$ cat config.mk
export PLATFORM = sky130hd
export DESIGN_NAME = pointer_key_event_tracker
export DESIGN_NICKNAME = d
export VERILOG_FILES = /design/src/sv/pket_pkg.sv /design/src/sv/pointer_key_event_tracker.sv /design/src/sv/pket_front.sv /design/src/sv/pket_fifo.sv /design/src/sv/pket_back.sv
export SDC_FILE = /design/constraint.sdc
export NUM_CORES = 1
export LEC_CHECK = 0
export BUFFER_PORTS_ARGS = -buffer_cell sky130_fd_sc_hd__buf_2
export CAP_MARGIN = 10
export CORE_ASPECT_RATIO = 0.7
export CORE_UTILIZATION = 45
export CTS_CLUSTER_DIAMETER = 30
export DETAILED_ROUTE_END_ITERATION = 10
export HOLD_SLACK_MARGIN = 0.08
export SETUP_SLACK_MARGIN = 0.1
export SLEW_MARGIN = 40
export SYNTH_ARGS = -nofsm -noshare
export SYNTH_HDL_FRONTEND = slang
export SYNTH_HIERARCHICAL = 1
export SYNTH_SLANG_ARGS = --single-unit
$ cat constraint.sdc
create_clock -name clk -period 5.2 [get_ports clk]
set_clock_uncertainty 0.05 [all_clocks]
set_input_delay 0.52 -clock clk [delete_from_list [all_inputs] [get_ports clk]]
set_output_delay 0.52 -clock clk [all_outputs]
set_load 0.02 [all_outputs]
$ cat src/sv/pket_pkg.sv
// Shared types, constants and helper functions of the pointer and key event tracker.
// Used by every module of the block; depends on nothing else.
`default_nettype none

package pket_pkg;

  // Pointer position width; the position saturates to this signed range.
  localparam int POS_BITS = 16;
  // An accelerated relative delta is at most four times a 16-bit value.
  localparam int DELTA_W  = 18;
  localparam int SUM_W    = ((POS_BITS > DELTA_W) ? POS_BITS : DELTA_W) + 1;
  localparam int EXT_W    = (POS_BITS > 16) ? POS_BITS : 16;
  localparam int SCREEN_W = 15;

  localparam int IN_DATA_W  = 48;
  localparam int OUT_DATA_W = 56;

  typedef logic signed [POS_BITS-1:0] pos_t;
  typedef logic signed [DELTA_W-1:0]  delta_t;
  typedef logic [SCREEN_W-1:0]        screen_t;

  localparam screen_t RST_WIDTH  = 15'd1024;
  localparam screen_t RST_HEIGHT = 15'd768;
  localparam pos_t    RST_POS_X  = pos_t'(RST_WIDTH / 2);
  localparam pos_t    RST_POS_Y  = pos_t'(RST_HEIGHT / 2);

  // Configuration register indexes.
  localparam logic CFG_SCREEN_WIDTH  = 1'b0;
  localparam logic CFG_SCREEN_HEIGHT = 1'b1;

  // Input item kinds.
  localparam logic [2:0] KIND_REL_X  = 3'd0;
  localparam logic [2:0] KIND_REL_Y  = 3'd1;
  localparam logic [2:0] KIND_BUTTON = 3'd2;
  localparam logic [2:0] KIND_PACKET = 3'd3;
  localparam logic [2:0] KIND_KEY    = 3'd4;
  localparam logic [2:0] KIND_SYNC   = 3'd5;

  // Result event types.
  localparam logic [2:0] EV_BTN_PRESS   = 3'd0;
  localparam logic [2:0] EV_BTN_RELEASE = 3'd1;
  localparam logic [2:0] EV_MOTION      = 3'd2;
  localparam logic [2:0] EV_KEY_PRESS   = 3'd3;
  localparam logic [2:0] EV_KEY_RELEASE = 3'd4;

  // Button numbers reported in the detail field.
  localparam logic [7:0] DET_NONE   = 8'd0;
  localparam logic [7:0] DET_LEFT   = 8'd1;
  localparam logic [7:0] DET_MIDDLE = 8'd2;
  localparam logic [7:0] DET_RIGHT  = 8'd3;

  // Evdev codes.
  localparam logic [9:0] CODE_BTN_LEFT   = 10'd272;
  localparam logic [9:0] CODE_BTN_RIGHT  = 10'd273;
  localparam logic [9:0] CODE_BTN_MIDDLE = 10'd274;
  localparam logic [9:0] CODE_KEY_LSHIFT = 10'd42;
  localparam logic [9:0] CODE_KEY_RSHIFT = 10'd54;
  localparam logic [9:0] CODE_KEY_CAPS   = 10'd58;
  localparam logic [9:0] CODE_KEY_LCTRL  = 10'd29;
  localparam logic [9:0] CODE_KEY_RCTRL  = 10'd97;
  localparam logic [9:0] CODE_KEY_LALT   = 10'd56;
  localparam logic [9:0] CODE_KEY_RALT   = 10'd100;
  localparam logic [9:0] KEYCODE_OFFSET  = 10'd8;

  // Acceleration thresholds on the delta magnitude.
  localparam logic signed [16:0] ACC_X4_ABOVE = 17'sd12;
  localparam logic signed [16:0] ACC_X3_ABOVE = 17'sd4;
  localparam logic signed [16:0] ACC_X2_ABOVE = 17'sd1;

  typedef enum logic [2:0] {
    OP_REL_X,
    OP_REL_Y,
    OP_BUTTON,
    OP_PACKET,
    OP_KEY,
    OP_SYNC
  } cmd_op_t;

  typedef enum logic [2:0] {
    MOD_NONE,
    MOD_SHIFT,
    MOD_CAPS,
    MOD_CTRL,
    MOD_ALT
  } mod_t;

  // One classified item on its way from the front end to the back end.
  typedef struct packed {
    cmd_op_t     op;
    delta_t      delta_a;  // accelerated delta, or packet x delta
    logic [15:0] delta_b;  // packet y delta
    logic        moved;    // packet carries a nonzero delta
    logic [2:0]  buttons;
    logic [7:0]  detail;
    logic        pressed;
    mod_t        modifier;
  } cmd_t;

  function automatic pos_t sat_add(pos_t p, delta_t d);
    logic signed [SUM_W-1:0] s;
    logic signed [SUM_W-1:0] hi;
    logic signed [SUM_W-1:0] lo;
    s  = SUM_W'(p) + SUM_W'(d);
    hi = (SUM_W'(1) <<< (POS_BITS - 1)) - SUM_W'(1);
    lo = ~hi;
    if (s > hi) begin
      s = hi;
    end
    if (s < lo) begin
      s = lo;
    end
    return pos_t'(s);
  endfunction

  // Clamp to [0, lim-1]; a zero limit yields -1 after the low clamp.
  function automatic pos_t clamp_pos(pos_t p, screen_t lim);
    logic signed [SUM_W-1:0] v;
    logic signed [SUM_W-1:0] l;
    v = SUM_W'(p);
    l = '0;
    l[SCREEN_W-1:0] = lim;
    if (v < 0) begin
      v = '0;
    end
    if (v >= l) begin
      v = l - SUM_W'(1);
    end
    return pos_t'(v);
  endfunction

  function automatic logic [15:0] pos_out(pos_t p);
    logic signed [EXT_W-1:0] e;
    e = EXT_W'(p);
    return e[15:0];
  endfunction

endpackage

`default_nettype wire

$ cat src/sv/pointer_key_event_tracker.sv
// Top level of the pointer and key event tracker: front end, command queue, back end.
// Depends on pket_pkg, pket_front, pket_fifo and pket_back.
`default_nettype none

// Turns relative motion, button, raw packet, key and batch-end beats into pointer
// and key events. An input beat is classified and queued in the same cycle it is
// taken; the back end then handles it, and a raw packet reports its changed buttons
// (up to three) one per cycle. A beat is accepted every cycle as long as the
// two-entry queue has room, so the sustained rate is one item per cycle while the
// back end does not stall and no packet changes more than one button, down to one
// result per cycle when every item produces events. The back end stalls only while
// an event waits in the output register. Screen size writes take effect on the
// next cycle; the pointer starts at the center of the reset screen size (512, 384).
module pointer_key_event_tracker (
  input  wire logic                              clk,
  input  wire logic                              rst_n,
  input  wire logic                              cfg_wr_en,
  input  wire logic                              cfg_addr,
  input  wire logic [pket_pkg::SCREEN_W-1:0]     cfg_wdata,
  input  wire logic                              in_tvalid,
  output logic                                   in_tready,
  // delta_x[15:0], delta_y[31:16], packet_buttons[34:32], event_code[44:35],
  // is_pressed[45], zero[47:46]
  input  wire logic [pket_pkg::IN_DATA_W-1:0]    in_tdata,
  // kind[2:0]
  input  wire logic [2:0]                        in_tuser,
  output logic                                   out_tvalid,
  input  wire logic                              out_tready,
  // detail[7:0], root_x[23:8], root_y[39:24], event_state[55:40]
  output logic [pket_pkg::OUT_DATA_W-1:0]        out_tdata,
  // event_type[2:0]
  output logic [2:0]                             out_tuser,
  output logic                                   out_tlast
);
  import pket_pkg::*;

  logic q_full;
  logic q_push;
  cmd_t q_cmd;
  logic head_valid;
  cmd_t head_cmd;
  logic pop;

  pket_front u_front (
    .in_tvalid (in_tvalid),
    .in_tready (in_tready),
    .in_tdata  (in_tdata),
    .in_tuser  (in_tuser),
    .q_full    (q_full),
    .q_push    (q_push),
    .q_cmd     (q_cmd)
  );

  pket_fifo u_fifo (
    .clk        (clk),
    .rst_n      (rst_n),
    .push       (q_push),
    .push_cmd   (q_cmd),
    .full       (q_full),
    .head_valid (head_valid),
    .head_cmd   (head_cmd),
    .pop        (pop)
  );

  pket_back u_back (
    .clk        (clk),
    .rst_n      (rst_n),
    .cfg_wr_en  (cfg_wr_en),
    .cfg_addr   (cfg_addr),
    .cfg_wdata  (cfg_wdata),
    .head_valid (head_valid),
    .head_cmd   (head_cmd),
    .pop        (pop),
    .out_tvalid (out_tvalid),
    .out_tready (out_tready),
    .out_tdata  (out_tdata),
    .out_tuser  (out_tuser),
    .out_tlast  (out_tlast)
  );

endmodule

`default_nettype wire

$ cat src/sv/pket_front.sv
// Front end of the event tracker: decodes an input beat, accelerates relative motion
// and hands a classified command to the queue. Depends on pket_pkg.
`default_nettype none

module pket_front (
  input  wire logic                           in_tvalid,
  output logic                                in_tready,
  input  wire logic [pket_pkg::IN_DATA_W-1:0] in_tdata,
  input  wire logic [2:0]                     in_tuser,
  input  wire logic                           q_full,
  output logic                                q_push,
  output pket_pkg::cmd_t                      q_cmd
);
  import pket_pkg::*;

  logic signed [15:0] dx;
  logic signed [15:0] dy;
  logic [2:0]         pb;
  logic [9:0]         code;
  logic               pressed;
  logic signed [16:0] dx_wide;
  logic signed [16:0] dx_mag;
  delta_t             dx_ext;
  delta_t             dx_acc;
  logic [9:0]         keycode;
  logic               keep;

  assign dx      = in_tdata[15:0];
  assign dy      = in_tdata[31:16];
  assign pb      = in_tdata[34:32];
  assign code    = in_tdata[44:35];
  assign pressed = in_tdata[45];

  assign in_tready = !q_full;

  assign dx_wide = 17'(dx);
  assign dx_mag  = dx_wide[16] ? -dx_wide : dx_wide;
  assign dx_ext  = DELTA_W'(dx);
  assign keycode = code + KEYCODE_OFFSET;

  always_comb begin
    if (dx_mag > ACC_X4_ABOVE) begin
      dx_acc = dx_ext <<< 2;
    end else if (dx_mag > ACC_X3_ABOVE) begin
      dx_acc = (dx_ext <<< 1) + dx_ext;
    end else if (dx_mag > ACC_X2_ABOVE) begin
      dx_acc = dx_ext <<< 1;
    end else begin
      dx_acc = dx_ext;
    end
  end

  always_comb begin
    q_cmd          = '0;
    q_cmd.delta_b  = dy;
    q_cmd.buttons  = pb;
    q_cmd.pressed  = pressed;
    q_cmd.moved    = (dx != 16'sd0) || (dy != 16'sd0);
    q_cmd.modifier = MOD_NONE;
    q_cmd.detail   = DET_NONE;
    q_cmd.delta_a  = dx_acc;
    q_cmd.op       = OP_SYNC;
    keep           = 1'b1;
    unique case (in_tuser)
      KIND_REL_X: begin
        q_cmd.op = OP_REL_X;
      end
      KIND_REL_Y: begin
        q_cmd.op = OP_REL_Y;
      end
      KIND_BUTTON: begin
        q_cmd.op = OP_BUTTON;
        unique case (code)
          CODE_BTN_LEFT:   q_cmd.detail = DET_LEFT;
          CODE_BTN_RIGHT:  q_cmd.detail = DET_RIGHT;
          CODE_BTN_MIDDLE: q_cmd.detail = DET_MIDDLE;
          default:         q_cmd.detail = DET_NONE;
        endcase
        // Other button codes change nothing and produce nothing.
        keep = (q_cmd.detail != DET_NONE);
      end
      KIND_PACKET: begin
        q_cmd.op      = OP_PACKET;
        q_cmd.delta_a = dx_ext;
      end
      KIND_KEY: begin
        q_cmd.op     = OP_KEY;
        q_cmd.detail = keycode[7:0];
        unique case (code) inside
          CODE_KEY_LSHIFT, CODE_KEY_RSHIFT: q_cmd.modifier = MOD_SHIFT;
          CODE_KEY_CAPS:                    q_cmd.modifier = MOD_CAPS;
          CODE_KEY_LCTRL, CODE_KEY_RCTRL:   q_cmd.modifier = MOD_CTRL;
          CODE_KEY_LALT, CODE_KEY_RALT:     q_cmd.modifier = MOD_ALT;
          default:                          q_cmd.modifier = MOD_NONE;
        endcase
      end
      KIND_SYNC: begin
        q_cmd.op = OP_SYNC;
      end
      default: begin
        keep = 1'b0;
      end
    endcase
  end

  assign q_push = in_tvalid && in_tready && keep;

endmodule

`default_nettype wire

$ cat src/sv/pket_fifo.sv
// Two-entry command queue between the front and back ends of the event tracker.
// Depends on pket_pkg for the command type.
`default_nettype none

module pket_fifo (
  input  wire logic           clk,
  input  wire logic           rst_n,
  input  wire logic           push,
  input  wire pket_pkg::cmd_t push_cmd,
  output logic                full,
  output logic                head_valid,
  output pket_pkg::cmd_t      head_cmd,
  input  wire logic           pop
);
  import pket_pkg::*;

  cmd_t       entry_r [2];
  logic       wr_ptr_r;
  logic       wr_ptr_nxt;
  logic       rd_ptr_r;
  logic       rd_ptr_nxt;
  logic [1:0] count_r;
  logic [1:0] count_nxt;
  logic       do_pop;

  assign full       = (count_r == 2'd2);
  assign head_valid = (count_r != 2'd0);
  assign head_cmd   = entry_r[rd_ptr_r];
  assign do_pop     = pop && head_valid;

  always_comb begin
    wr_ptr_nxt = wr_ptr_r ^ push;
    rd_ptr_nxt = rd_ptr_r ^ do_pop;
    count_nxt  = count_r + 2'(push) - 2'(do_pop);
  end

  always_ff @(posedge clk) begin
    if (!rst_n) begin
      wr_ptr_r <= 1'b0;
      rd_ptr_r <= 1'b0;
      count_r  <= 2'd0;
    end else begin
      wr_ptr_r <= wr_ptr_nxt;
      rd_ptr_r <= rd_ptr_nxt;
      count_r  <= count_nxt;
    end
  end

  always_ff @(posedge clk) begin
    if (push) begin
      entry_r[wr_ptr_r] <= push_cmd;
    end
  end

endmodule

`default_nettype wire

$ cat src/sv/pket_back.sv
// Back end of the event tracker: holds pointer, button and modifier state, the screen
// size registers and the output beat register. Depends on pket_pkg.
`default_nettype none

module pket_back (
  input  wire logic                            clk,
  input  wire logic                            rst_n,
  input  wire logic                            cfg_wr_en,
  input  wire logic                            cfg_addr,
  input  wire logic [pket_pkg::SCREEN_W-1:0]   cfg_wdata,
  input  wire logic                            head_valid,
  input  wire pket_pkg::cmd_t                  head_cmd,
  output logic                                 pop,
  output logic                                 out_tvalid,
  input  wire logic                            out_tready,
  output logic [pket_pkg::OUT_DATA_W-1:0]      out_tdata,
  output logic [2:0]                           out_tuser,
  output logic                                 out_tlast
);
  import pket_pkg::*;

  screen_t     width_r;
  screen_t     height_r;
  pos_t        pos_x_r;
  pos_t        pos_x_nxt;
  pos_t        pos_y_r;
  pos_t        pos_y_nxt;
  logic [2:0]  mask_r;      // bit0 left, bit1 middle, bit2 right
  logic [2:0]  mask_nxt;
  logic        moved_r;
  logic        moved_nxt;
  logic        shift_r;
  logic        shift_nxt;
  logic        caps_r;
  logic        caps_nxt;
  logic        ctrl_r;
  logic        ctrl_nxt;
  logic        alt_r;
  logic        alt_nxt;
  logic        pkt_busy_r;
  logic        pkt_busy_nxt;

  logic        out_valid_r;
  logic [2:0]  out_type_r;
  logic [7:0]  out_detail_r;
  logic [15:0] out_x_r;
  logic [15:0] out_y_r;
  logic [15:0] out_state_r;
  logic        out_last_r;

  logic [2:0]  chg;
  logic [1:0]  chg_count;
  logic        needs_emit;
  logic        out_free;
  logic        fire;
  logic [2:0]  ev_type;
  logic [7:0]  ev_detail;
  logic [15:0] ev_state;
  logic        ev_last;
  logic        done;

  // Changed packet buttons in report order: left, right, middle.
  assign chg = {head_cmd.buttons[2] ^ mask_r[1],
                head_cmd.buttons[1] ^ mask_r[2],
                head_cmd.buttons[0] ^ mask_r[0]};
  assign chg_count = 2'($countones(chg));

  assign out_free = !out_valid_r || out_tready;

  always_comb begin
    case (head_cmd.op)
      OP_BUTTON: needs_emit = 1'b1;
      OP_PACKET: needs_emit = (chg != 3'b000);
      OP_KEY:    needs_emit = 1'b1;
      OP_SYNC:   needs_emit = moved_r;
      default:   needs_emit = 1'b0;
    endcase
  end

  assign fire = head_valid && (out_free || !needs_emit);

  always_comb begin
    pos_x_nxt    = pos_x_r;
    pos_y_nxt    = pos_y_r;
    mask_nxt     = mask_r;
    moved_nxt    = moved_r;
    shift_nxt    = shift_r;
    caps_nxt     = caps_r;
    ctrl_nxt     = ctrl_r;
    alt_nxt      = alt_r;
    pkt_busy_nxt = pkt_busy_r;
    ev_type      = EV_MOTION;
    ev_detail    = DET_NONE;
    ev_state     = {5'd0, mask_r, 8'd0};
    ev_last      = 1'b1;
    done         = 1'b1;
    if (fire) begin
      case (head_cmd.op)
        OP_REL_X: begin
          pos_x_nxt = sat_add(pos_x_r, head_cmd.delta_a);
          moved_nxt = 1'b1;
        end
        OP_REL_Y: begin
          pos_y_nxt = sat_add(pos_y_r, head_cmd.delta_a);
          moved_nxt = 1'b1;
        end
        OP_BUTTON: begin
          ev_type   = head_cmd.pressed ? EV_BTN_PRESS : EV_BTN_RELEASE;
          ev_detail = head_cmd.detail;
        end
        OP_PACKET: begin
          // The packet's motion lands on its first cycle, with the first changed button;
          // one changed button is reported per cycle while the output register is free.
          if (!pkt_busy_r && head_cmd.moved) begin
            pos_x_nxt = sat_add(pos_x_r, head_cmd.delta_a);
            pos_y_nxt = sat_add(pos_y_r, DELTA_W'($signed(head_cmd.delta_b)));
            moved_nxt = 1'b1;
          end
          if (chg[0]) begin
            mask_nxt[0] = head_cmd.buttons[0];
            ev_type     = head_cmd.buttons[0] ? EV_BTN_PRESS : EV_BTN_RELEASE;
            ev_detail   = DET_LEFT;
          end else if (chg[1]) begin
            mask_nxt[2] = head_cmd.buttons[1];
            ev_type     = head_cmd.buttons[1] ? EV_BTN_PRESS : EV_BTN_RELEASE;
            ev_detail   = DET_RIGHT;
          end else begin
            mask_nxt[1] = head_cmd.buttons[2];
            ev_type     = head_cmd.buttons[2] ? EV_BTN_PRESS : EV_BTN_RELEASE;
            ev_detail   = DET_MIDDLE;
          end
          ev_state     = {5'd0, mask_nxt, 8'd0};
          ev_last      = (chg_count == 2'd1);
          done         = (chg_count <= 2'd1);
          pkt_busy_nxt = !done;
        end
        OP_KEY: begin
          case (head_cmd.modifier)
            MOD_SHIFT: shift_nxt = head_cmd.pressed;
            MOD_CAPS:  caps_nxt  = caps_r ^ head_cmd.pressed;
            MOD_CTRL:  ctrl_nxt  = head_cmd.pressed;
            MOD_ALT:   alt_nxt   = head_cmd.pressed;
            default:   ;
          endcase
          ev_type   = head_cmd.pressed ? EV_KEY_PRESS : EV_KEY_RELEASE;
          ev_detail = head_cmd.detail;
          ev_state  = {12'd0, alt_nxt, ctrl_nxt, caps_nxt, shift_nxt};
        end
        OP_SYNC: begin
          pos_x_nxt = clamp_pos(pos_x_r, width_r);
          pos_y_nxt = clamp_pos(pos_y_r, height_r);
          moved_nxt = 1'b0;
        end
        default: ;
      endcase
    end
  end

  assign pop = fire && done;

  always_ff @(posedge clk) begin
    if (!rst_n) begin
      width_r    <= RST_WIDTH;
      height_r   <= RST_HEIGHT;
      pos_x_r    <= RST_POS_X;
      pos_y_r    <= RST_POS_Y;
      mask_r     <= 3'b000;
      moved_r    <= 1'b0;
      shift_r    <= 1'b0;
      caps_r     <= 1'b0;
      ctrl_r     <= 1'b0;
      alt_r      <= 1'b0;
      pkt_busy_r <= 1'b0;
    end else begin
      if (cfg_wr_en && (cfg_addr == CFG_SCREEN_WIDTH)) begin
        width_r <= cfg_wdata;
      end
      if (cfg_wr_en && (cfg_addr == CFG_SCREEN_HEIGHT)) begin
        height_r <= cfg_wdata;
      end
      pos_x_r    <= pos_x_nxt;
      pos_y_r    <= pos_y_nxt;
      mask_r     <= mask_nxt;
      moved_r    <= moved_nxt;
      shift_r    <= shift_nxt;
      caps_r     <= caps_nxt;
      ctrl_r     <= ctrl_nxt;
      alt_r      <= alt_nxt;
      pkt_busy_r <= pkt_busy_nxt;
    end
  end

  always_ff @(posedge clk) begin
    if (!rst_n) begin
      out_valid_r <= 1'b0;
    end else if (fire && needs_emit) begin
      out_valid_r <= 1'b1;
    end else if (out_tready) begin
      out_valid_r <= 1'b0;
    end
  end

  always_ff @(posedge clk) begin
    if (fire && needs_emit) begin
      out_type_r   <= ev_type;
      out_detail_r <= ev_detail;
      out_x_r      <= pos_out(pos_x_nxt);
      out_y_r      <= pos_out(pos_y_nxt);
      out_state_r  <= ev_state;
      out_last_r   <= ev_last;
    end
  end

  assign out_tvalid = out_valid_r;
  assign out_tuser  = out_type_r;
  assign out_tlast  = out_last_r;
  assign out_tdata  = {out_state_r, out_y_r, out_x_r, out_detail_r};

endmodule

`default_nettype wire
# Yosys cells after proc, flatten, opt, wreduce, memory -nomap -nowiden
# Memories as Yosys holds them, arrays and structs flattened. A register that Yosys moved wholly into a read port is not among the register bits.
# Cells that the tools add are included.
[totals]
ff_bits = 136
latch_bits = 0
ramBits = 106
rom_bits = 0
elab_cells = 193
n_memories = 1
[mem_list]
columns = ["memory", "words", "word_bits", "read_ports", "rd_ports_with_merged_regs", "write_ports", "line", "source"]
rows = [
  ["u_fifo.entry_r", 2, 53, 1, 1, 1, "pket_fifo.sv:17", "cmd_t entry_r [2];"],
]
[op_classes]
n_addsub = 12
multipliers = 0
n_div = 0
magnitude_cmp = 15
n_eq_ne = 27
n_shift = 0
n_mux = 74
bitwise = 7
n_reduce_logical = 35
[op_table]
columns = ["cell", "n"]
rows = [
  ["$mux 19", 19],
  ["$mux 16", 11],
  ["$pmux 16 s3", 2],
  ["$lt 19x16->1 const B", 4],
  ["$gt 19x16->1 const B", 3],
  ["$mux 18", 3],
  ["$eq 10x6->1 const B", 4],
  ["$add 16x18->19", 2],
  ["$ge 19x16->1", 2],
  ["$lt 16x1->1 const B", 2],
  ["$pmux 8 s2", 2],
  ["$reduce_bool 16->1", 2],
  ["$sub 15x1->16 const B", 2],
  ["$eq 10x9->1 const B", 3],
  ["$pmux 11 s2", 1],
  ["$eq 10x7->1 const B", 2],
  ["$mux 1", 20],
  ["$add 17x16->18", 1],
  ["$eq 3x2->1 const B", 6],
  ["$add 16x16->17", 1],
  ["$gt 17x2->1 const B", 1],
  ["$gt 17x4->1 const B", 1],
  ["$gt 17x5->1 const B", 1],
  ["$mux 17", 1],
  ["other kinds (35)", 74],
]

# Longest topological paths before layout
[logic_depth]
word_depth = 12
depth_mapped = 17
depth_no_buf = 13

# By module
# Netlist, hierarchy kept.
[by_module_without_submodules]
columns = ["mod", "n_inst", "cells_each", "area_per_inst_um2", "seq_area_each_um2"]
rows = [
  ["pket_back", 1, 1191, 9805.7, 2972.9],
  ["pket_fifo", 1, 188, 4331.7, 3283.1],
  ["pket_front", 1, 345, 2412.3, 0.0],
]

# Worst setup path before layout
# Ideal clock, no wire load.
[synth_path]
path_kind = "reg2reg"
start = "reg (tool-made name)"
end = "reg u_back.out_detail_r[0], enable pin"
setup_ps = 460
arrival_time_ps = 4226
required_time_ps = 4690
slack_ps = 464
path_stages_with_launch = 11
period_less_slack_ps = 4736
path_cell_list = "dfxtp_1 buf_6 buf_12 mux2_4 clkbuf_1 nand2b_1 o21ba_2 a211oi_2 o21ai_0 clkbuf_1 nor2_1"
[synth_lines]
columns = ["element", "line", "source"]
rows = [
  ["end signal: assignment", "pket_back.sv:206", "out_detail_r <= ev_detail;"],
  ["end: declaration", "pket_back.sv:45", "logic [7:0] out_detail_r;"],
]

==> impl_metrics.ini <==
[timing]
fin_crit_sh_pct = 86.1
tightestPinTransition_ns = 0.884
hold_ws_ns = 0.114
rsz0062_at_grt = false
slew_violations = 0
setup_viol = 0
fin_crit_ns = 4.47
fin_tns_setup_ns = 0
fmax_ghz = 0.223
finalHoldViolCount = 0
slew_headroom_pct = 40.5

[clocking]
holdBufCountCts = 0
cts_num_sinks = 234
h-tree-depth = 2
ctsResizeCount = 0
cts_tree = yes
cts_setup_buffers = 0
root_buffer = clkbuf_16
cts-root-to-sink-buffers = 3
cts_buffers = 49
clock_latency_ns = 0.55
clkTransAtPathRegs_ns = 0.05

[synth]
synth_cell_types = 104
syn-cell-area_um2 = 16500
synth_edf_count = 157
ys.warnings.count = 6
synthArstFlopShare_pct = 0
syn_avg_cell_area_um2 = 9.60
ys_seq_elements = 234
synth-main-ff-cell = edfxtp_1
ys_seq_area_share_pct = 37.8
syn_inst = 1724

[power]
pwr-share-clk_pct = 37.3
p_leak_nw = 7.58
p_total_mw = 8.61
switching_share_pct = 35.5
pwr-share-seq_pct = 27.8
p_sw_mw = 3.06
power_density_nw_per_um2 = 451
intPower_mw = 5.55
power_frac_comb_pct = 35.0
vdd_ir_drop_max_v = 0.000287

[placed_design]
gp_congestion = 0.929
placed_cell_area_um2 = 17400
placement.io_buffers = 122
post-dp-hpwl_um = 35200

[status]
status = completed

[floorplanning]
top_level_ports = 134
start_util_pct = 45.9
coreArea_um2 = 36100
die_w_um = 231
fp.dieH_um = 162
die_area_um2 = 37600
rows = 58

[grt]
gr-usage-met2_pct = 35.3
grt-ovfl-total = 0
busiest_layer = met1
grt_pass1_vias = 12700
grt_pass1_wl_um = 70700
use_met3_pct = 4.29
grt_max_degree = 47
grt.total_usage_pct = 24.1
antenna_found_initial = 0
met1_usage_pct = 36.6

[drt]
num_vias = 13500
drt_iter0_markers = 1284
wl_per_cell_um = 19.6
drc_errors = 0
ant_nets = 0
via_per_inst = 5.75
routed_wl_um = 46000
dr.pass1.iters = 5

[worst_setup_path]
end_kind = flop
critPathRequiredTime_ns = 5.41
start_kind = flop
crit_type = flop to flop
cp_max_fo = 19
arrival_ns = 4.68

[final_layout]
areaGrowthSynthToFinish_pct = 15.3
final_common_cell = edfxtp_1
stdcell_area_um2 = 19100
fin_util_pct = 52.9
final_cell_mix = edfxtp_1 (157), nand2_1 (151), a21oi_1 (132), nor2_1 (132), buf_2 (122)
nets = 2029
drive_above_1_share_pct = 17.3

[flow_run]
drv_cap = 0

[hold_path]
hp-class = input port to flop
==> critical path, cell delays in order, from the launching register on <==
cell and delay (ns):
dfxtp_4 0.52, buf_12 0.24, mux2_4 0.34, ha_1 0.44
a21oi_1 0.19, nand2_1 0.14, nand2_1 0.10, nor3_1 0.05
or4_1 0.60, a211oi_2 0.65, o21ai_0 0.30, a211oi_1 0.37
o22ai_1 0.19
==> power by group through the flow <==
stage | Clock, mW | Combinational, mW | Sequential (mW)
after floorplan | 0 | 2.16 | 2.47
after global placement | 0 | 2.91 | 2.42
after detailed placement | 0 | 2.95 | 2.42
after CTS | 3.26 | 2.97 | 2.39
after global routing | 3.34 | 3.28 | 2.41
final | 3.21 | 3.01 | 2.39
==> per-layer routing <==
layer	up-vias	share of wire, %
met5	-	0
met4	0	1.5
met3	55	6.4
met2	392	42
met1	6519	50
li1	6565	-
==> flip-flops by register name, summed over array words and instances (netlist names), 7 cells and up, named ones only <==
name / flops
u_back/pos_y_r: 16
u_back/out_detail_r: 8
u_back/out_state_r: 7
u_back/height_r: 15
u_fifo/entry_r: 106
u_back/out_y_r: 16
u_back/pos_x_r: 16
u_back/out_x_r: 16
u_back/width_r: 15
==> worst paths after layout <==
| path | from | endpoint | slack, ns | cells past startpoint |
|---|---|---|---|---|
| setup / recovery | flop | u_back/out_y_r[11] | 0.73 | 12 |
| hold / removal | in_tdata[45] | u_fifo/entry_r[1][3] | 0.11 | 1 |
| setup reg to reg | flop | u_back/out_y_r[11] | 0.73 | 12 |
| hold reg to reg | u_back/alt_r | u_back/alt_r | 0.41 | 2 |
==> cells by family (layout without fill, tap and decap cells) <==
logic type	after synthesis	after routing	share of synthesized area, %
multiplexers	86	86	6.74
buffers and inverters	181	320	5.74
XOR/XNOR	77	77	4.16
flip-flops	234	234	37.8
other	1	10	0.0227
AND/OR/NAND/NOR	543	543	16.3
AO/OA/AOI/OAI	472	472	19.2
adder cells (fa/ha/maj)	130	130	10.0
==> cell usage after synthesis, drive strengths merged, types with 10 or more instances <==
| master | instances | area share (%) |
|---|---|---|
| edfxtp | 157 | 28 |
| or2 | 10 | 0.38 |
| o211ai | 14 | 0.67 |
| xor2 | 26 | 1.4 |
| nand2 | 151 | 3.4 |
| xnor2 | 50 | 2.6 |
| and3 | 14 | 0.53 |
| mux2i | 32 | 1.9 |
| buf | 52 | 2.6 |
| nor4 | 17 | 0.64 |
| nand3 | 39 | 1.2 |
| a31oi | 16 | 0.60 |
| o21a | 26 | 1.2 |
| mux2 | 54 | 4.8 |
| o22ai | 21 | 0.83 |
| inv | 85 | 1.9 |
| and2 | 32 | 1.2 |
| clkbuf | 43 | 1.1 |
| a21oi | 133 | 4.0 |
| nor2 | 134 | 3.1 |
| nor2b | 39 | 1.5 |
| nand2b | 29 | 1.1 |
| a221o | 10 | 0.60 |
| ha | 122 | 9.2 |
| o31ai | 15 | 0.71 |
| o21ai | 86 | 2.8 |
| dfxtp | 77 | 9.3 |
| a211oi | 31 | 1.5 |
| a21o | 33 | 1.5 |
| nand4 | 12 | 0.45 |
| nor3 | 28 | 0.88 |
==> cell type report <==
class                   instances  area (um^2)
well taps                     480          601
clock buffers                  56         1260
diodes                          1         2.50
multi-input cells            1317         9410
inverters                      85          319
clock inverters                36          449
fillers                      3256        17000
flip-flops and latches        234         6260
repair buffers                143          781
==> stage by stage <==
stage / std cells / setup WS (ns)
6_report: 2352 / 0.725
5_1_grt: 2351 / 0.538
4_1_cts: 2351 / 0.819
3_5_place_dp: 2259 / 0.836
3_3_place_gp: 2259 / 0.878
2_1_floorplan: 1732 / 0.464
Note: power is estimated with default switching activity, not from simulation.
